==> config.mk <==
export PLATFORM = sky130hd
export DESIGN_NAME = rbc_mask
export DESIGN_NICKNAME = d
export VERILOG_FILES = /design/src/rtl/core/rbc_pkg.sv /design/src/rtl/core/rbc_mask.sv
export SDC_FILE = /design/constraint.sdc
export NUM_CORES = 1
export LEC_CHECK = 0
export ABC_CLOCK_PERIOD_IN_PS = 800
export BUFFER_PORTS_ARGS = -buffer_cell sky130_fd_sc_hd__clkbuf_2
export CAP_MARGIN = 0
export CORE_MARGIN = 1.5
export CORE_UTILIZATION = 61
export CTS_CLUSTER_SIZE = 28
export DETAILED_ROUTE_END_ITERATION = 12
export MAX_ROUTING_LAYER = met4
export PLACE_DENSITY_LB_ADDON = 0.2
export SETUP_SLACK_MARGIN = 0.02
export SYNTH_ARGS = -nofsm -noshare
export SYNTH_HDL_FRONTEND = slang
export SYNTH_SLANG_ARGS = --single-unit
==> constraint.sdc <==
create_clock -name clk -period 0.8 [get_ports clk]
set_input_delay 0 -clock clk [delete_from_list [all_inputs] [get_ports clk]]
set_output_delay 0 -clock clk [all_outputs]
set_load 0.01 [all_outputs]
==> src/rtl/core/rbc_pkg.sv <==
`default_nettype none
// ----------------------------------------------------------------------------
// rbc_pkg
// Shared types, register indexes and mode decode for the RGBA blend
// compositor pipeline.
// ----------------------------------------------------------------------------
package rbc_pkg;

	localparam int CHANNEL_BITS_DEF = 16;
	localparam int FIELD_W          = 16;
	localparam int IN_FIELDS        = 9;
	localparam int CFG_IDX_W        = 2;
	localparam int MODE_CODE_W      = 3;

	// register indexes on the configuration port
	localparam logic [CFG_IDX_W-1:0] CFG_MODE_SEL = 2'd0;
	localparam logic [CFG_IDX_W-1:0] CFG_OPACITY  = 2'd1;
	localparam logic [CFG_IDX_W-1:0] CFG_MASK_EN  = 2'd2;

	// blend mode codes as written by software
	localparam logic [MODE_CODE_W-1:0] CODE_OVER     = 3'd0;
	localparam logic [MODE_CODE_W-1:0] CODE_UNDER    = 3'd1;
	localparam logic [MODE_CODE_W-1:0] CODE_SCREEN   = 3'd2;
	localparam logic [MODE_CODE_W-1:0] CODE_MULTIPLY = 3'd3;
	localparam logic [MODE_CODE_W-1:0] CODE_ADD      = 3'd4;

	typedef enum logic [MODE_CODE_W-1:0] {
		MODE_OVER,
		MODE_UNDER,
		MODE_SCREEN,
		MODE_MULT,
		MODE_ADD
	} mode_t;

	typedef struct packed {
		mode_t              mode;
		logic [FIELD_W-1:0] opacity;
		logic               mask_en;
	} cfg_t;

	// unused codes fall back to over
	function automatic mode_t decode_mode(input logic [MODE_CODE_W-1:0] code);
		mode_t m;
		unique case (code)
			CODE_OVER:     m = MODE_OVER;
			CODE_UNDER:    m = MODE_UNDER;
			CODE_SCREEN:   m = MODE_SCREEN;
			CODE_MULTIPLY: m = MODE_MULT;
			CODE_ADD:      m = MODE_ADD;
			default:       m = MODE_OVER;
		endcase
		return m;
	endfunction

endpackage
`default_nettype wire

==> src/rtl/core/rbc_mask.sv <==
`default_nettype none
// ----------------------------------------------------------------------------
// rbc_mask
// Late stage: settle the four result channels and form the mask product
// on the output alpha.
// ----------------------------------------------------------------------------
module rbc_mask
	import rbc_pkg::*;
#(
	parameter int N = CHANNEL_BITS_DEF
) (
	input  wire                         clk,
	input  wire                         arst_n,
	input  cfg_t                        cfg,
	input  wire                         in_vld,
	input  wire  [3:0][N-1:0]           in_q,
	input  wire  [6*N-1:0]              in_side,
	output logic                        out_vld,
	output logic [0:0][2*N-1:0]         out_val,
	output logic [4*N-1:0]              out_side
);

	localparam logic [N-1:0]   FULL_N = N'((1 << N) - 1);
	localparam logic [N:0]     FULL_X = (N+1)'((1 << N) - 1);
	localparam logic [2*N-1:0] HALF   = (2*N)'(((1 << N) - 1) >> 1);

	logic [3:0][N-1:0] add_res;
	logic [N-1:0]      alpha;
	logic [N-1:0]      msk;
	logic [3:0][N-1:0] res_c;
	logic [N:0]        a_sum;

	assign add_res = in_side[4*N-1:0];
	assign alpha   = in_side[5*N-1:4*N];
	assign msk     = in_side[6*N-1:5*N];
	assign a_sum   = {1'b0, alpha} + {1'b0, in_q[3]};

	always_comb begin
		if (cfg.mode == MODE_ADD) begin
			res_c = add_res;
		end else begin
			for (int i = 0; i < 3; i++) begin
				res_c[i] = in_q[i];
			end
			res_c[3] = (a_sum > FULL_X) ? FULL_N : a_sum[N-1:0];
		end
	end

	always_ff @(posedge clk or negedge arst_n) begin
		if (!arst_n) begin
			out_vld <= 1'b0;
		end else begin
			out_vld <= in_vld;
		end
	end

	always_ff @(posedge clk) begin
		out_val[0] <= (2*N)'(res_c[3]) * (2*N)'(msk) + HALF;
		out_side   <= res_c;
	end

endmodule
`default_nettype wire

==> out/metrics.yaml, run 1 <==
synth-simple-area-share_pct: 18.70
muxShareOfSynthArea_pct: 0.1602
fp-row-count: 52
top_level_ports: 280
haltStage: "global routing (5_1_grt)"
start_util_pct: 61.97
synth-edff-count: 0
async_flop_share_pct: 1.031
die_w_um: 146.1
synthAdderAreaFrac_pct: 44.69
die_y_um: 146.1
synth_top_family_by_area: "adder cells"
synth_xor_area_share_pct: 2.593
dp_hpwl_um: 31000
yosysWarningCount: 0
synth_seq_cells: 97
stop_error: "[ERROR GRT-0232] Routing congestion too high. Check the congestion heatmap in the GUI."
netlist_instances: 1418
synth_area_um2: 12500
synth.distinct_cells: 66
syn-mean-instance-area_um2: 8.814
htree_levels: 3
cts_buffer_depth: 2
cts_root_buffer: "clkbuf_16"
synth-compound-area-share_pct: 7.869
gp_congestion: 0.9609
grtUsageTotal_pct: 83.78
port_buffers: 262
cts.sinks: 97
synth-main-ff-cell: "dfxtp_1"
grt-ovfl-total: 157
cts_buffers: 9
grt_max_degree: 51
run_status: "did not finish"
ys_seq_area_share_pct: 15.58
syn-num-nets: 1922
==> through the flow <==
step           instance area, um2  setup slack (ns)  hold WS, ns  cells  utilization, %
2_1_floorplan               13020            -5.745      -0.2956   1418               -
3_3_place_gp                15960            -6.307      -0.2253   2107           79.15
3_5_place_dp                15960            -6.431      -0.2230   2107           79.15
4_1_cts                     18290            -5.871      0.01141   2255           90.68
==> logic make-up after synthesis <==
family,Yosys count
AOI/OAI and AO/OA,134
muxes,2
buffers and inverters,324
adders and majority gates,321
DFF,97
xor gates and xnor gates,37
and+or+nand+nor,503
==> timing repair <==
item,4_1_cts
resized for setup,196
pin swaps,69
hold endpoints to repair,50
setup endpoints to repair,149
hold buffers,99
setup buffers,34
gates cloned,1
==> cells in the mapped netlist, types with 8 or more instances <==
master    instances  area share (%)
nand2_1         288             8.6
inv_1           269             8.1
fa_1            209              33
ha_1            112              11
and2_1          104             5.2
dfxtp_1          96              15
clkbuf_1         33            0.99
a21oi_1          31             1.2
nand3_1          31             1.2
nor2_1           25            0.75
xnor2_1          22             1.5
a21o_1           21             1.3
o21ai_0          17            0.68
xor2_1           15             1.1
and3_1           12            0.60
buf_4            12            0.72
nand2_2           9            0.45
nand2b_1          8            0.40
==> routing by layer <==
layer / overflow / global-route usage, %
met4: 56 / 88.23
met5: - / -
met1: 5 / 80.93
met2: 95 / 97.18
met3: 1 / 67.63
==> run 2, diff against run 1 <==
Settings changed: CORE_UTILIZATION 61 to 40, CTS_CLUSTER_SIZE 28 to unset, MAX_ROUTING_LAYER met4 to unset, PLACE_DENSITY_LB_ADDON 0.2 to 0.15, SETUP_SLACK_MARGIN 0.02 to unset.
==> out/metrics.yaml, run 2 <==
critPathLaunchType: "primary input"
max_freq_mhz: 149.5
synth-main-ff-cell: "dfxtp_1"
fin_tns_setup_ns: -175.27
placed_cell_area_um2: 16110  # +0.92%
syn2layout_area_growth_pct: 51.55
netlist_instances: 1418  # unchanged
cp_top_family: "adder cells"
viasPerCell: 4.846
ys_top_cells_by_count: "nand2_1 (288), inv_1 (269), fa_1 (209)"
synth-edff-count: 0  # unchanged
port_buffers: 262  # unchanged
grt-ovfl-total: 0
grt_max_degree: 49
yosys.cell_count.top_type: "nand2_1"
crit_path_frequent_cell: "fa_1"
grt.busiest_layer: "met2"
min_period_over_period_pct: 836.4
cts_buffers: 9  # unchanged
start_util_pct: 40.75  # -21 points
largest_register_ffs: 64
wl_per_cell_um: 16.54
hold_class: "primary input to flop"
top_register: "out_side"
htree_levels: 3  # unchanged
place_ws_ns: -6.478  # -0.04755 ns
grtUsageMet3_pct: 4.052
syn-mean-instance-area_um2: 8.814  # unchanged
synth_area_um2: 12500  # unchanged
firstDrtPassIters: 6
min_period_ns: 6.691
core_um2: 30670
cts_root_buffer: "clkbuf_16"
fp-row-count: 64  # +23%
violations: "negative setup slack"
worst_slew_pin_slew_ns: 0.5082
ys_top_cells_by_area: "fa_1 (33%), dfxtp_1 (15%), ha_1 (11%), nand2_1 (8.6%), inv_1 (8.1%)"
nets: 2485
synth_seq_cells: 97  # unchanged
end_kind: "flop"
critPathMaxStageDelay_ns: 0.53
cp.arrival_ns: 7.00
crit_required_ns: 1.11
dp_hpwl_um: 30360  # -2.1%
top_level_ports: 280  # unchanged
final_cell_mix: "nand2_1 (276), inv_1 (243), buf_4 (196), fa_1 (195), clkbuf_2 (165)"
final_common_cell: "nand2_1"
grt_use_met2_pct: 43.23
grt_pass1_vias: 12490
die_y_um: 179.8  # +23%
remaining_drc_errors: 0
yosysTopAreaCell: "fa_1"
postRouteAntennaNets: 0
async_flop_share_pct: 1.031  # unchanged
hold_viol: 0
finalWirelength_um: 39400
clk_pin_slew_worst_paths_ns: 0.07
met1_usage_pct: 31.44
synth.distinct_cells: 66  # unchanged
cts.sinks: 97  # unchanged
netlist.area_leader.share_pct: 33.48  # unchanged
die_w_um: 179.8  # +23%
cap_violations: 0
final_max_slew_viol_count: 0
cts_buffer_depth: 2  # unchanged
drive_gt1_share_pct: 39.07
rsz0062_at_grt: "yes"
syn-num-nets: 1922  # unchanged
grt_pass1_wl_um: 64180
fin_area_um2: 18940
setup_viol: 133
gp_congestion: 0.8531  # -11%
cts_tree: "built"
dieArea_um2: 32320
critPathSlowestCell: "fa_1"
grtUsageTotal_pct: 24.90
crit_type: "primary input to flop"
vias: 11550
max_slew_margin_pct: 65.76
utilization_pct: 61.76
setup_slack_ns: -5.891
cp_max_fo: 6
run_status: "finished, violations left"
crit_buf_inv: 7
drtIter0Drc: 577
antenna_found_initial: 1
ys_seq_area_share_pct: 15.58  # unchanged
yosysWarningCount: 0  # unchanged
reg_top3: "out_side: 64 flops, out_val: 32 flops, out_vld: 1 flops"
run 2: cell counts after synthesis:
No cell type changed its count.
run 2: cell families after synthesis:
group	Yosys count	synth area share, %
AOI/OAI and AO/OA	134	7.869
muxes	2	0.1602
and+or+nand+nor	503	18.70
xor gates and xnor gates	37	2.593
DFF	97	15.58
buffers and inverters	324	10.41
adders and majority gates	321	44.69
run 2: path summary, 6_finish.rpt:
kind                              from  slack (ns)  cells past startpoint                  end
setup / recovery              in_q[49]       -5.89                     29  out_val[30]$_DFF_P_
hold / removal             in_side[80]        0.08                      3   out_val[0]$_DFF_P_
max in group asynchronous       arst_n        0.22                      3    out_vld$_DFF_PN0_
min in group asynchronous       arst_n        0.48                      3    out_vld$_DFF_PN0_
run 2: repair_timing:
action | in CTS | in global routing
endpoints found under the hold margin | 50 | 0
setup buffers | 9 | 30
hold buffers | 99 | 0
gates resized for setup | 95 | 289
gates cloned | 2 | 1
endpoints found under the setup margin | 167 | 145
pin swaps | 32 | 71
run 2: cell type report:
type                            instances  area, um2
Fill cell                            2571      11730
Multi-Input combinational cell        999      10330
Timing Repair Buffer                  605       4803
Sequential cell                        97       2012
Inverter                              269       1010
Tap cell                              396      495.5
Clock buffer                            9      225.2
Clock inverter                          7      61.31
Antenna cell                            1      2.502
run 2: routing by layer:
metal	wire length, um	up-vias
li1	-	5455
met1	16450	5677
met2	19840	362
met3	2154	55
met4	962	0
met5	0	-
run 2: through the flow:
step	instances	hold slack (ns)
detailed placement	2230	-0.2224
floorplan	1418	-0.2956
global route	2383	0.08941
finish	2383	0.07777
global placement	2230	-0.2244
CTS	2354	0.04092
Power of run 2 is left out: the tool's default activity adds up to more than one toggle a clock period on the data nets, which glitch-free logic cannot reach.
