==> src/rtl/core/rbc_pkg.sv <==
`default_nettype none
// ----------------------------------------------------------------------------
// rbc_pkg
// Shared types, register indexes and mode decode for the RGBA blend
// compositor pipeline.
// ----------------------------------------------------------------------------
package rbc_pkg;

	localparam int CHANNEL_BITS_DEF = 16;
	localparam int FIELD_W          = 16;
	localparam int IN_FIELDS        = 9;
	localparam int CFG_IDX_W        = 2;
	localparam int MODE_CODE_W      = 3;

	// register indexes on the configuration port
	localparam logic [CFG_IDX_W-1:0] CFG_MODE_SEL = 2'd0;
	localparam logic [CFG_IDX_W-1:0] CFG_OPACITY  = 2'd1;
	localparam logic [CFG_IDX_W-1:0] CFG_MASK_EN  = 2'd2;

	// blend mode codes as written by software
	localparam logic [MODE_CODE_W-1:0] CODE_OVER     = 3'd0;
	localparam logic [MODE_CODE_W-1:0] CODE_UNDER    = 3'd1;
	localparam logic [MODE_CODE_W-1:0] CODE_SCREEN   = 3'd2;
	localparam logic [MODE_CODE_W-1:0] CODE_MULTIPLY = 3'd3;
	localparam logic [MODE_CODE_W-1:0] CODE_ADD      = 3'd4;

	typedef enum logic [MODE_CODE_W-1:0] {
		MODE_OVER,
		MODE_UNDER,
		MODE_SCREEN,
		MODE_MULT,
		MODE_ADD
	} mode_t;

	typedef struct packed {
		mode_t              mode;
		logic [FIELD_W-1:0] opacity;
		logic               mask_en;
	} cfg_t;

	// unused codes fall back to over
	function automatic mode_t decode_mode(input logic [MODE_CODE_W-1:0] code);
		mode_t m;
		unique case (code)
			CODE_OVER:     m = MODE_OVER;
			CODE_UNDER:    m = MODE_UNDER;
			CODE_SCREEN:   m = MODE_SCREEN;
			CODE_MULTIPLY: m = MODE_MULT;
			CODE_ADD:      m = MODE_ADD;
			default:       m = MODE_OVER;
		endcase
		return m;
	endfunction

endpackage
`default_nettype wire

==> src/rtl/core/rbc_prep.sv <==
`default_nettype none
// ----------------------------------------------------------------------------
// rbc_prep
// Front of the pipeline: clamp the input channels to full scale, pick front
// and back pixel by mode, then form the first product on each lane
// (effective alpha, screen/multiply mix, or add-mode scaled background).
// ----------------------------------------------------------------------------
module rbc_prep
	import rbc_pkg::*;
#(
	parameter int N = CHANNEL_BITS_DEF
) (
	input  wire                                 clk,
	input  wire                                 arst_n,
	input  cfg_t                                cfg,
	input  wire                                 in_vld,
	input  wire  [IN_FIELDS-1:0][FIELD_W-1:0]   in_fld,
	output logic                                out_vld,
	output logic [3:0][2*N-1:0]                 out_val,
	output logic [9*N-1:0]                      out_side
);

	localparam logic [FIELD_W-1:0] FULL_F = FIELD_W'((1 << N) - 1);
	localparam logic [N-1:0]       FULL_N = N'((1 << N) - 1);
	localparam logic [2*N-1:0]     HALF   = (2*N)'(((1 << N) - 1) >> 1);

	logic [IN_FIELDS-1:0][N-1:0] clip_c;
	logic [3:0][N-1:0]           frt_c;
	logic [3:0][N-1:0]           bak_c;
	logic                        vld_s1;
	logic [3:0][N-1:0]           frt_s1;
	logic [3:0][N-1:0]           bak_s1;
	logic [N-1:0]                msk_s1;
	logic [N-1:0]                op_c;
	logic [3:0][2*N-1:0]         val_c;

	always_comb begin
		for (int i = 0; i < IN_FIELDS; i++) begin
			clip_c[i] = (in_fld[i] > FULL_F) ? FULL_N : in_fld[i][N-1:0];
		end
		for (int i = 0; i < 4; i++) begin
			if (cfg.mode == MODE_UNDER) begin
				frt_c[i] = clip_c[4+i];
				bak_c[i] = clip_c[i];
			end else begin
				frt_c[i] = clip_c[i];
				bak_c[i] = clip_c[4+i];
			end
		end
	end

	assign op_c = (cfg.opacity > FULL_F) ? FULL_N : cfg.opacity[N-1:0];

	always_comb begin
		logic [N-1:0] x;
		logic [N-1:0] y;
		for (int i = 0; i < 3; i++) begin
			case (cfg.mode)
				MODE_ADD: begin
					x = bak_s1[i];
					y = op_c;
				end
				MODE_SCREEN: begin
					x = FULL_N - frt_s1[i];
					y = FULL_N - bak_s1[i];
				end
				default: begin
					x = frt_s1[i];
					y = bak_s1[i];
				end
			endcase
			val_c[i] = (2*N)'(x) * (2*N)'(y) + HALF;
		end
		// alpha lane: effective alpha, or scaled background alpha in add mode
		x = (cfg.mode == MODE_ADD) ? bak_s1[3] : frt_s1[3];
		val_c[3] = (2*N)'(x) * (2*N)'(op_c) + HALF;
	end

	always_ff @(posedge clk or negedge arst_n) begin
		if (!arst_n) begin
			vld_s1  <= 1'b0;
			out_vld <= 1'b0;
		end else begin
			vld_s1  <= in_vld;
			out_vld <= vld_s1;
		end
	end

	always_ff @(posedge clk) begin
		frt_s1   <= frt_c;
		bak_s1   <= bak_c;
		msk_s1   <= clip_c[8];
		out_val  <= val_c;
		out_side <= {msk_s1, bak_s1, frt_s1};
	end

endmodule
`default_nettype wire

==> config.mk <==
export PLATFORM = sky130hd
export DESIGN_NAME = rbc_prep
export DESIGN_NICKNAME = d
export VERILOG_FILES = /design/src/rtl/core/rbc_pkg.sv /design/src/rtl/core/rbc_prep.sv
export SDC_FILE = /design/constraint.sdc
export NUM_CORES = 2
export LEC_CHECK = 0
export ABC_AREA = 0
export CORE_AREA = 5 5 298 300
export CTS_CLUSTER_DIAMETER = 30
export CTS_CLUSTER_SIZE = 28
export DETAILED_ROUTE_END_ITERATION = 8
export DIE_AREA = 0 0 303 305
export DONT_BUFFER_PORTS = 1
export GPL_TIMING_DRIVEN = 0
export PLACE_DENSITY = 0.77
export SLEW_MARGIN = 25
export SYNTH_ARGS = -nofsm -noshare
export SYNTH_HDL_FRONTEND = slang
export SYNTH_SLANG_ARGS = --single-unit
export TNS_END_PERCENT = 50
==> constraint.sdc <==
create_clock -name clk -period 11 [get_ports clk]
set_input_delay 0 -clock clk [delete_from_list [all_inputs] [get_ports clk]]
set_output_delay 0 -clock clk [all_outputs]
set_load 0.02 [all_outputs]
After elaboration in Yosys (flattened, before gate mapping):

Index checks and enable logic that the tools add are counted.

* register bits: 418
* logic and storage cells: 67

* multipliers: 4
* multiplexer cells: 24
* magnitude comparators: 10
* equality and inequality tests: 3
* add/sub/neg operators: 10

Operators by type and width (count)
* 16-bit two-way mux: 18
* 16-bit one-hot mux with 2 select lines: 6
* 16-bit > comparator, second input constant: 10
* 32-bit by 15-bit adder with 32-bit output, second input constant: 4
* 16-bit by 16-bit multiplier with 32-bit output: 4
* 16-bit subtractor, first input constant: 6
* 3-bit by 1-bit equality test with 1-bit output, second input constant: 1
* 3-bit by 2-bit equality test with 1-bit output, second input constant: 1
* 3-bit equality test, second input constant: 1

Logic depth before layout (Yosys ltp):

* depth in word-level cells: 5
* gate-level depth with buffers: 28
* depth with buffers taken out: 25

Worst setup path before layout:

No wires, ideal clock.

* kind: input to register
* from: input cfg[19] (netlist bit)
* to: register out_val[93] (netlist bit)
* stages on the path: 25
* arrival time: 6.330 ns
* library setup time: 0.135 ns
* setup slack: 4.535 ns
* path buffers: 2
* path through: or3b_2 > nand2b_1 > buf_2 > buf_2 > a21oi_1 > a21oi_1 > nor2_1 > fa_1 > inv_1 > fa_1 > inv_1 > fa_1 > fa_1 > fa_1 > inv_1 > fa_1 > inv_1 > ha_1 > a21o_1 > a21o_1 > a221o_1 > a21oi_1 > o31ai_1 > a2111oi_0 > a311oi_1

RTL lines
* start: declaration: line rbc_prep.sv:15 `input cfg_t cfg,`
* end signal: assignment: line rbc_prep.sv:93 `out_val <= val_c;`
* end: declaration: line rbc_prep.sv:19 `output logic [3:0][2*N-1:0] out_val,`

==> metrics.cfg <==
[layout]
area_growth_pct=14.1
layout_common_cells=inv_1, fa_1, nand2_1
nNetsFinal=6705
final_common_cell=inv_1
fillCellCount=6982
fin_util_pct=61.9
drive_above_1_share_pct=7.43

[sta]
fmax_mhz=125
min_period_ns=8.02
rsz0062_at_grt=no
hold_viol_final=0
finalSetupTns_ns=0
min_period_over_period_pct=72.9
slew_headroom_pct=20.9
final-setup-viol-count=0
skew_ns=0.0480
final_max_slew_viol_count=0
worst_pin_slew_ns=1.19

[routing]
drcViolationCount=0
wl_met3_mm=18.7
top_layer_used=met5
wl_met1_mm=58.4
wl_met2_mm=70.3
drt-total-wl_mm=159
initialDrtViolationCount=3138
via_count=37500
routedWlPerCell_um=24.2
ant_nets=0
avgViaCountPerCell=5.73
first_pass_iters=8

[global_route]
antenna_found_initial=9
grt_pass1_wl_mm=240
grt-ovfl-total=0
grt_usage_pct=34.5
grt_pass1_vias=39700
grt_start_max_net_pins=16

[flow_run]
maxCapViolCount=0

[critical_path]
critical_path_class=primary input to flop
start_kind=primary input
required_ns=11.52
reg2regPathDepth=22
end_kind=flop
cp_max_fo=10
crit_arrival_ns=8.54

[yosys]
ys_seq_elements=418
synth_top_area_share_pct=35.7
synthCells=5012
syn-cell-area_sq_mm=0.0466
syn_area_per_cell_sq_um=9.30
synth_ff_type=dfxtp_1
yosys-top-cells-area=fa_1, dfxtp_1, ha_1, inv_1, nand2_1
ys_async_sr_fraction_pct=0.478
synth_enable_flop_cells=0
ys_warn_count=0
synth_nets=6395
synth.distinct_cells=79
synth_top_area_cell=fa_1
synth_seq_area_share_pct=18.0

[floorplanning]
start_util_pct=54.2
die_w_um=303
core_sq_mm=0.0859
io_pins=440
rows=108
die_area_sq_mm=0.0924
dieHeight_um=305

[status]
status=complete, no violations

[clock_network]
cts-buffers-inserted=78
clock_latency_ns=0.68
cts_tree=built
cts_resized=0
clkTransAtPathRegs_ns=0.06
postCtsSetupRepairBufs=0
h-tree-depth=3
clockBufferDepth=3
cts-root-buf=clkbuf_16
cts_sinks=418

[placed_design]
gp_congestion=1.03
dp_hpwl_mm=121
portBuffers=0

[hold_path]
min_delay_path_depth=2
hold_class=primary input to flop

## cells in the mapped netlist (8+ instances only)
cell type	count
and2_1	139
o21a_1	12
o21ai_0	83
a21oi_1	247
nor2b_1	9
mux2_2	145
xnor2_1	72
nor3_1	13
o21bai_1	17
or2_2	9
nand3_1	25
buf_2	69
inv_1	962
a21o_1	143
clkbuf_1	110
xor2_1	40
nand4_1	16
nor2_1	395
o31ai_1	8
and3_1	20
nand2b_1	16
nand2_1	676
a31oi_1	17
fa_1	832
dfxtp_1	416
o211ai_1	13
a21oi_2	9
ha_1	384
## area by class of cell
cell class	count	area (sq um)	share of cell area (%)
clock inverters	51	687	1.29
plain buffers	185	793	1.49
flip-flops and latches	418	8380	15.8
repair buffers	230	2300	4.33
diodes	2	5.00	0.00941
well taps	1155	1450	2.72
multi-input cells	3447	33800	63.6
inverters	962	3610	6.79
clock buffers	93	2130	4.01
## state kept, by name (all words and copies together), names as in the netlist
register,flops
out_side,144
out_val,128
bak_s1,64
frt_s1,64
msk_s1,16
out_vld,1
vld_s1,1
## stage by stage
step                hold slack, ns  setup WS, ns  instance area (sq um)  std cells
global placement            -0.296          2.69                  48000       6167
global route                0.0245          2.77                  53200       6541
CTS                       0.000335          3.20                  53200       6541
finish                      0.0243          2.98                  53200       6543
floorplan                   -0.296          4.54                  46600       5012
detailed placement          -0.296          2.51                  48100       6167
## cells by family (layout without fill, tap and decap cells)
family / after synthesis / in the layout / synth area share [%]
buf+inv: 1147 / 1521 / 9.43
compound gates: 624 / 624 / 8.54
xor+xnor: 112 / 112 / 2.11
other cells: 0 / 2 / 0
mux: 146 / 146 / 3.53
simple gates: 1349 / 1349 / 12.4
flops: 418 / 418 / 18.0
fa+ha+maj: 1216 / 1216 / 46.1
## per-layer routing
| layer | track usage, % | vias to the layer above |
|---|---|---|
| met1 | 42.8 | 18500 |
| met2 | 52.9 | 2259 |
| met3 | 11.0 | 572 |
| li1 | - | 16100 |
| met4 | 20.5 | 12 |
| met5 | 0 | - |
## worst paths after layout
kind,from,to,slack (ns)
worst max-delay path,cfg[18],out_val[26]$_DFF_P_,2.98
max in group asynchronous,arst_n,out_vld$_DFF_PN0_,10.76
min in group asynchronous,arst_n,vld_s1$_DFF_PN0_,0.09
worst min-delay path,in_fld[96],bak_s1[32]$_DFF_P_,0.02
worst max register to register,bak_s1[6]$_DFF_P_,out_val[26]$_DFF_P_,3.07
worst min register to register,msk_s1[6]$_DFF_P_,out_side[134]$_DFF_P_,0.32
## timing repair
item                                    CTS  global route
hold buffers                            230             0
endpoints found under the hold margin   150             0
endpoints found under the setup margin    0             0
## critical path, stage by stage
cell	delay, ns
nor3b_1	0.43
buf_2	0.50
buf_2	0.45
buf_1	0.67
a21oi_1	0.52
nor2_1	0.28
fa_1	0.41
inv_1	0.08
fa_1	0.44
fa_1	0.52
inv_1	0.05
fa_1	0.48
fa_1	0.49
inv_1	0.05
fa_1	0.47
inv_1	0.04
ha_1	0.34
a21oi_1	0.36
nand2_1	0.12
a211oi_1	0.51
a2bb2oi_1	0.42
a21oi_1	0.24
a2111oi_0	0.52
nor4_1	0.10
Power is left out: the tool's default activity adds up to more than one toggle a clock period on the data nets, which glitch-free logic cannot reach.
