===== config.mk =====
export PLATFORM = sky130hd
export DESIGN_NAME = rbc_div
export DESIGN_NICKNAME = d
export VERILOG_FILES = /design/src/rtl/core/rbc_pkg.sv /design/src/rtl/core/rbc_div.sv
export SDC_FILE = /design/constraint.sdc
export NUM_CORES = 1
export LEC_CHECK = 0
export BUFFER_PORTS_ARGS = -buffer_cell sky130_fd_sc_hd__buf_2
export CORE_ASPECT_RATIO = 0.75
export CORE_UTILIZATION = 54
export CTS_CLUSTER_DIAMETER = 150
export DETAILED_ROUTE_END_ITERATION = 8
export PLACE_DENSITY = 0.76
export SYNTH_ARGS = -nofsm -noshare
export SYNTH_HDL_FRONTEND = slang
export SYNTH_SLANG_ARGS = --single-unit

===== constraint.sdc =====
create_clock -name clk -period 4.5 [get_ports clk]
set_input_delay 0.45 -clock clk [delete_from_list [all_inputs] [get_ports clk]]
set_output_delay 0.45 -clock clk [all_outputs]
set_load 0.05 [all_outputs]

===== src/rtl/core/rbc_pkg.sv =====
`default_nettype none
// ----------------------------------------------------------------------------
// rbc_pkg
// Shared types, register indexes and mode decode for the RGBA blend
// compositor pipeline.
// ----------------------------------------------------------------------------
package rbc_pkg;

	localparam int CHANNEL_BITS_DEF = 16;
	localparam int FIELD_W          = 16;
	localparam int IN_FIELDS        = 9;
	localparam int CFG_IDX_W        = 2;
	localparam int MODE_CODE_W      = 3;

	// register indexes on the configuration port
	localparam logic [CFG_IDX_W-1:0] CFG_MODE_SEL = 2'd0;
	localparam logic [CFG_IDX_W-1:0] CFG_OPACITY  = 2'd1;
	localparam logic [CFG_IDX_W-1:0] CFG_MASK_EN  = 2'd2;

	// blend mode codes as written by software
	localparam logic [MODE_CODE_W-1:0] CODE_OVER     = 3'd0;
	localparam logic [MODE_CODE_W-1:0] CODE_UNDER    = 3'd1;
	localparam logic [MODE_CODE_W-1:0] CODE_SCREEN   = 3'd2;
	localparam logic [MODE_CODE_W-1:0] CODE_MULTIPLY = 3'd3;
	localparam logic [MODE_CODE_W-1:0] CODE_ADD      = 3'd4;

	typedef enum logic [MODE_CODE_W-1:0] {
		MODE_OVER,
		MODE_UNDER,
		MODE_SCREEN,
		MODE_MULT,
		MODE_ADD
	} mode_t;

	typedef struct packed {
		mode_t              mode;
		logic [FIELD_W-1:0] opacity;
		logic               mask_en;
	} cfg_t;

	// unused codes fall back to over
	function automatic mode_t decode_mode(input logic [MODE_CODE_W-1:0] code);
		mode_t m;
		unique case (code)
			CODE_OVER:     m = MODE_OVER;
			CODE_UNDER:    m = MODE_UNDER;
			CODE_SCREEN:   m = MODE_SCREEN;
			CODE_MULTIPLY: m = MODE_MULT;
			CODE_ADD:      m = MODE_ADD;
			default:       m = MODE_OVER;
		endcase
		return m;
	endfunction

endpackage
`default_nettype wire


===== src/rtl/core/rbc_div.sv =====
`default_nettype none
// ----------------------------------------------------------------------------
// rbc_div
// Two-stage divide by full scale (2^N - 1) over several lanes: a
// reciprocal estimate, then one remainder check and correction. A sideband
// word rides along with the lanes.
// ----------------------------------------------------------------------------
module rbc_div
	import rbc_pkg::*;
#(
	parameter int N      = CHANNEL_BITS_DEF,
	parameter int LANES  = 4,
	parameter int SIDE_W = 16
) (
	input  wire                            clk,
	input  wire                            arst_n,
	input  wire                            in_vld,
	input  wire  [LANES-1:0][2*N-1:0]      in_val,
	input  wire  [SIDE_W-1:0]              in_side,
	output logic                           out_vld,
	output logic [LANES-1:0][N-1:0]        out_q,
	output logic [SIDE_W-1:0]              out_side
);

	localparam logic [2*N:0] FULL_W = (2*N+1)'((1 << N) - 1);

	logic                       vld_s1;
	logic [LANES-1:0][2*N-1:0]  val_s1;
	logic [LANES-1:0][N:0]      est_s1;
	logic [SIDE_W-1:0]          side_s1;
	logic [LANES-1:0][N:0]      est_c;
	logic [LANES-1:0][N-1:0]    q_c;

	// v/(2^N-1) is close to (v + v/2^N)/2^N and never below it
	always_comb begin
		logic [2*N:0] sum;
		for (int i = 0; i < LANES; i++) begin
			sum      = {1'b0, in_val[i]} + (2*N+1)'(in_val[i] >> N);
			est_c[i] = sum[2*N:N];
		end
	end

	// the estimate is low by at most one: check the remainder once
	always_comb begin
		logic [2*N:0] rem;
		logic [N:0]   q;
		for (int i = 0; i < LANES; i++) begin
			rem = {1'b0, val_s1[i]} + (2*N+1)'(est_s1[i])
				- ((2*N+1)'(est_s1[i]) << N);
			q = est_s1[i] + (N+1)'(rem >= FULL_W);
			q_c[i] = q[N-1:0];
		end
	end

	always_ff @(posedge clk or negedge arst_n) begin
		if (!arst_n) begin
			vld_s1  <= 1'b0;
			out_vld <= 1'b0;
		end else begin
			vld_s1  <= in_vld;
			out_vld <= vld_s1;
		end
	end

	always_ff @(posedge clk) begin
		val_s1   <= in_val;
		est_s1   <= est_c;
		side_s1  <= in_side;
		out_q    <= q_c;
		out_side <= side_s1;
	end

endmodule
`default_nettype wire


# Word level (Yosys, flattened, before mapping)
# Cells that the tools add are included.
totals:
  reg_bits: 294
  inputBits: 147
  output_inout_bits: 81
  elab_cells: 36
op_classes:
  add_sub_neg: 16
  order_cmp: 4
op_table:
  columns: ["cell", "n"]
  rows:
  - ["$add 32x16->33", 4]
  - ["$add 32x17->33", 4]
  - ["$ge 33x16->1 const B", 4]
  - ["$sub 33x33->33", 4]
  - ["$add 16x1->16", 4]

# Longest topological paths before layout
logic_depth:
  ltp_word: 4
  depth_mapped: 23
  mapped_depth_nobuf: 22

# Worst setup path before layout
# No wires, ideal clock.
synth_path:
  path_type: "flip-flop to flip-flop"
  start: "register est_s1[25] (netlist bit)"
  end: "register out_q[31] (netlist bit)"
  setup_ns: 0.118
  t_arrival_ns: 4.518
  required_ns: 4.382
  slack_ns: -0.136
  stages_incl_launch_ff: 23
  path_buffers: 1
  period_less_slack_ns: 4.636
  path_cell_list: "dfxtp_1 inv_1 ha_1 inv_1 ha_1 buf_2 a21o_1 a31o_2 a41oi_1 o31a_1 o21ai_2 mux2i_1 or3_1 a2111o_1 a211o_1 or4_1 ha_1 nand4_1 nor3_1 and3b_1 nand4_1 nor2_1 xnor2_1"
synth_rtl:
  columns: ["item", "line_no", "source"]
  rows:
  - ["from (decl)", "rbc_div.sv:29", "logic [LANES-1:0][N:0] est_s1;"]
  - ["from (signal assigned)", "rbc_div.sv:67", "est_s1 <= est_c;"]
  - ["to (signal assigned)", "rbc_div.sv:69", "out_q <= q_c;"]
  - ["to (decl)", "rbc_div.sv:21", "output logic [LANES-1:0][N-1:0] out_q,"]

==> results by group <==
Status
  – Status: finished, violations left
  – Failing checks: design-rule violations, negative setup slack

Worst setup path
  – CP Data Required Time: 4.96 ns
  – Reg2Reg Setup Slack: -0.30 ns
  – CP Launch Point: est_s1[54]$_DFF_P_
  – Worst setup SP type: register
  – Worst reg2reg path depth: 24
  – Worst r2r dst: out_q[63]$_DFF_P_
  – Worst-path maximum fanout: 3
  – Worst r2r src: est_s1[54]$_DFF_P_
  – Worst Path Class, Setup: register to register
  – Worst Path Arrival: 5.26 ns
  – Critical path endpoint: out_q[63]$_DFF_P_
  – Worst Setup End Kind: register

Synthesis
  – Yosys warns: 0
  – Synth top area cells: dfxtp_1, ha_1, inv_1
  – Yosys cell types: a little under 90
  – #FFs+latches synth: 294
  – Post-synth top area share: 30.1%
  – Mapped Nets: around 2700
  – Cells after Synth: 2248
  – Most frequent cell after synthesis: ha_1
  – Yosys top cell by area: dfxtp_1
  – Post-Syn Area: between 15000 and 20000 sq um
  – Asr flop ratio synth: 0.680%
  – Sequential area share after synthesis: 30.4%
  – EDFF count, synth: 0
  – Post-synth top cells: ha_1, inv_1, dfxtp_1
  – Top_reg_cell synth: dfxtp_1
  – Syn Area/Cell: 8.63 sq um

Global routing
  – Tot GR Track Use: 33.1%
  – Vias in the first global route: 19113
  – M1 GR Usage: 45.4%
  – Initial antenna violation count: 2
  – Grt met3 use: roughly 5.6%
  – GRT overflow: 0
  – Largest net degree at the start of global routing: 16
  – Global routing's busiest layer: met2
  – Global-route wire length before repair: 99700 microns
  – Met2 usage: 54.3%

Timing
  – Hold WS: 0.0166 ns
  – Minimum clock period: approximately 4.8 ns
  – Max-slew headroom: 40.0%
  – Worst Skew: 0.0122 ns
  – Slew Viols, Final: 0
  – Final hold viol count: 0
  – Worst Max-Slew Pin Slew: 0.893 ns
  – Worst Setup Slack, final: -0.299 ns
  – # setup viols final: 22
  – Final period util: 107%
  – Fmax: 0.208 GHz
  – RSZ-0062 raised after global routing: yes

Routing
  – Final ANT Viol Nets: 0
  – Post-detailed-routing wire length: 68200 microns
  – Initial DRC count: 2017
  – Post-route DRC: 6
  – Pre-Repair DR Iteration Count: 9
  – Post-DR vias/cell: 5.97
  – WL per Instance: 20.3 microns
  – Via count: roughly 20000

Die
  – Die X: 221 microns
  – Die area: ~37000 sq um
  – Die height: 166 microns
  – Starting Density: between 50% and 60%
  – Total core area: 35000 sq um
  – Rows: 59
  – I/O pin count: 228

Clock network
  – CTS tree: built
  – Total CTS buffers: 29
  – Worst-Skew Late Latency: 0.55 ns
  – Maximum clock path buffer count: 3
  – Reg clk slew, reported paths: around 0.070 ns
  – H-tree depth: 1
  – Root Driver: clkbuf_16
  – Clock sinks: between 200 and 300

Pwr
  – Pleak: between 10 and 15 nW
  – P per Cell Area: 360 nW/um^2
  – Max VDD drop: 0.416 mV

Final layout
  – Layout area overhead: 37.8%
  – Multi-input gate area: 13700 sq um
  – Layout cells sized above 1: between 30% and 40%
  – Fin util: 76.4%
  – Cell area after layout: 26700 sq um
  – Layout Nets: around 3300
  – FILL cells: ~2200
  – Register Area: 5940 sq um

Place
  – Gpl congestion: 0.960
  – DP HPWL: 46500 microns
  – I/O Buffers: roughly 230
  – Post-DP Area: 23600 sq um

Min path
  – Hold Path Class: input pin to register

Job
  – Max Cap Viol: 0
## state kept, by name, summed over array words and instances, names as in the netlist
register  cells
val_s1      128
est_s1       68
out_q        64
out_side     16
side_s1      16
out_vld       1
vld_s1        1
## worst min-delay path by stage
stage	from	end	slack, ns	cells after the start
2_1_floorplan	arst_n	out_vld$_DFF_PN0_	0.15	0
3_3_place_gp	arst_n	out_vld$_DFF_PN0_	0.23	1
3_5_place_dp	arst_n	out_vld$_DFF_PN0_	0.24	1
4_1_cts	in_side[13]	side_s1[13]$_DFF_P_	0.0008	1
5_1_grt	in_val[105]	val_s1[105]$_DFF_P_	0.005	1
6_report	in_val[45]	val_s1[45]$_DFF_P_	0.02	1
## power breakdown
part / internal, W / switching (W) / total [W]
clock: 0.00143 / 0.00106 / 0.00249
sequential: 0.00279 / 0.0000926 / 0.00289
combinational: 0.00187 / 0.00238 / 0.00425
total: 0.00609 / 0.00353 / 0.00962
## through the flow
| step | TNS [ns] | std cells | setup WS (ns) | total power (W) |
|---|---|---|---|---|
| 2_1_floorplan | -0.0331 | 2248 | -0.0331 | 0.00509 |
| 3_3_place_gp | -3.11 | 3244 | -0.258 | 0.00640 |
| 3_5_place_dp | -5.71 | 3244 | -0.378 | 0.00647 |
| 4_1_cts | -1.09 | 3336 | -0.176 | 0.00907 |
| 5_1_grt | -6.01 | 3354 | -0.473 | 0.0100 |
| 6_report | -2.81 | 3355 | -0.299 | 0.00962 |
## area by class of cell
class	instances	area share [%]
Antenna cell	2	0.0187
Tap cell	457	2.14
Sequential cell	294	22.2
Timing Repair Buffer	645	16.4
Inverter	307	4.31
Clock inverter	9	0.435
Multi-Input combinational cell	1601	51.3
Clock buffer	40	3.17
## kinds of logic after synthesis
family                   share of synthesized area (%)
AO/OA/AOI/OAI                                     18.3
XOR/XNOR                                          7.86
adder cells (fa/ha/maj)                           20.8
buffers and inverters                             6.99
flip-flops                                        30.4
multiplexers                                     0.697
AND/OR/NAND/NOR                                   15.0
## cell usage in the layout (no fill, tap or decap), drive strengths merged, types with 15 or more instances in the layout
cell type / count
and3: 17
dlygate4sd3: 30
ha: 316
nor3: 39
dfxtp: 292
a21oi: 138
o21ai: 98
xor2: 49
clkbuf: 40
o211ai: 17
inv: 310
nor2: 108
nor4: 23
xnor2: 125
and2: 15
nand3: 67
o21bai: 15
nand4: 56
a21o: 61
nand2b: 23
nor2b: 17
a211oi: 16
a31oi: 28
nand2: 150
buf: 615
## layer usage
layer | share of wire [%] | routed length [microns]
met1 | 42 | 28800
met2 | 46 | 31200
met3 | 8.6 | 5870
met4 | 3.4 | 2300
met5 | 0 | 0
## worst max-delay path, stage by stage, from the launching register on
cell and delay, ns:
dfxtp_2 0.32, inv_1 0.05, ha_1 0.27, inv_1 0.07
ha_4 0.17, buf_4 0.15, o211ai_1 0.28, a21oi_2 0.10
o21ai_2 0.22, a21oi_2 0.09, a2111o_1 0.43, a31oi_2 0.24
buf_4 0.16, mux2i_1 0.06, o311ai_1 0.28, o2111ai_1 0.24
or4_4 0.61, ha_4 0.19, nand4_1 0.16, nor3_4 0.08
nand2_1 0.09, nor2_2 0.05, nand4_1 0.12, nor2_1 0.08
xnor2_1 0.20
## timing repair
| item | in CTS | in global routing |
|---|---|---|
| buffers inserted | 18 | 21 |
| hold buffers | 30 | 0 |
| gates resized for setup | 93 | 240 |
| setup endpoints to repair | 42 | 52 |
| pin swaps | 67 | 114 |
| endpoints found under the hold margin | 31 | 0 |
Note: power is estimated with default switching activity, not from simulation.
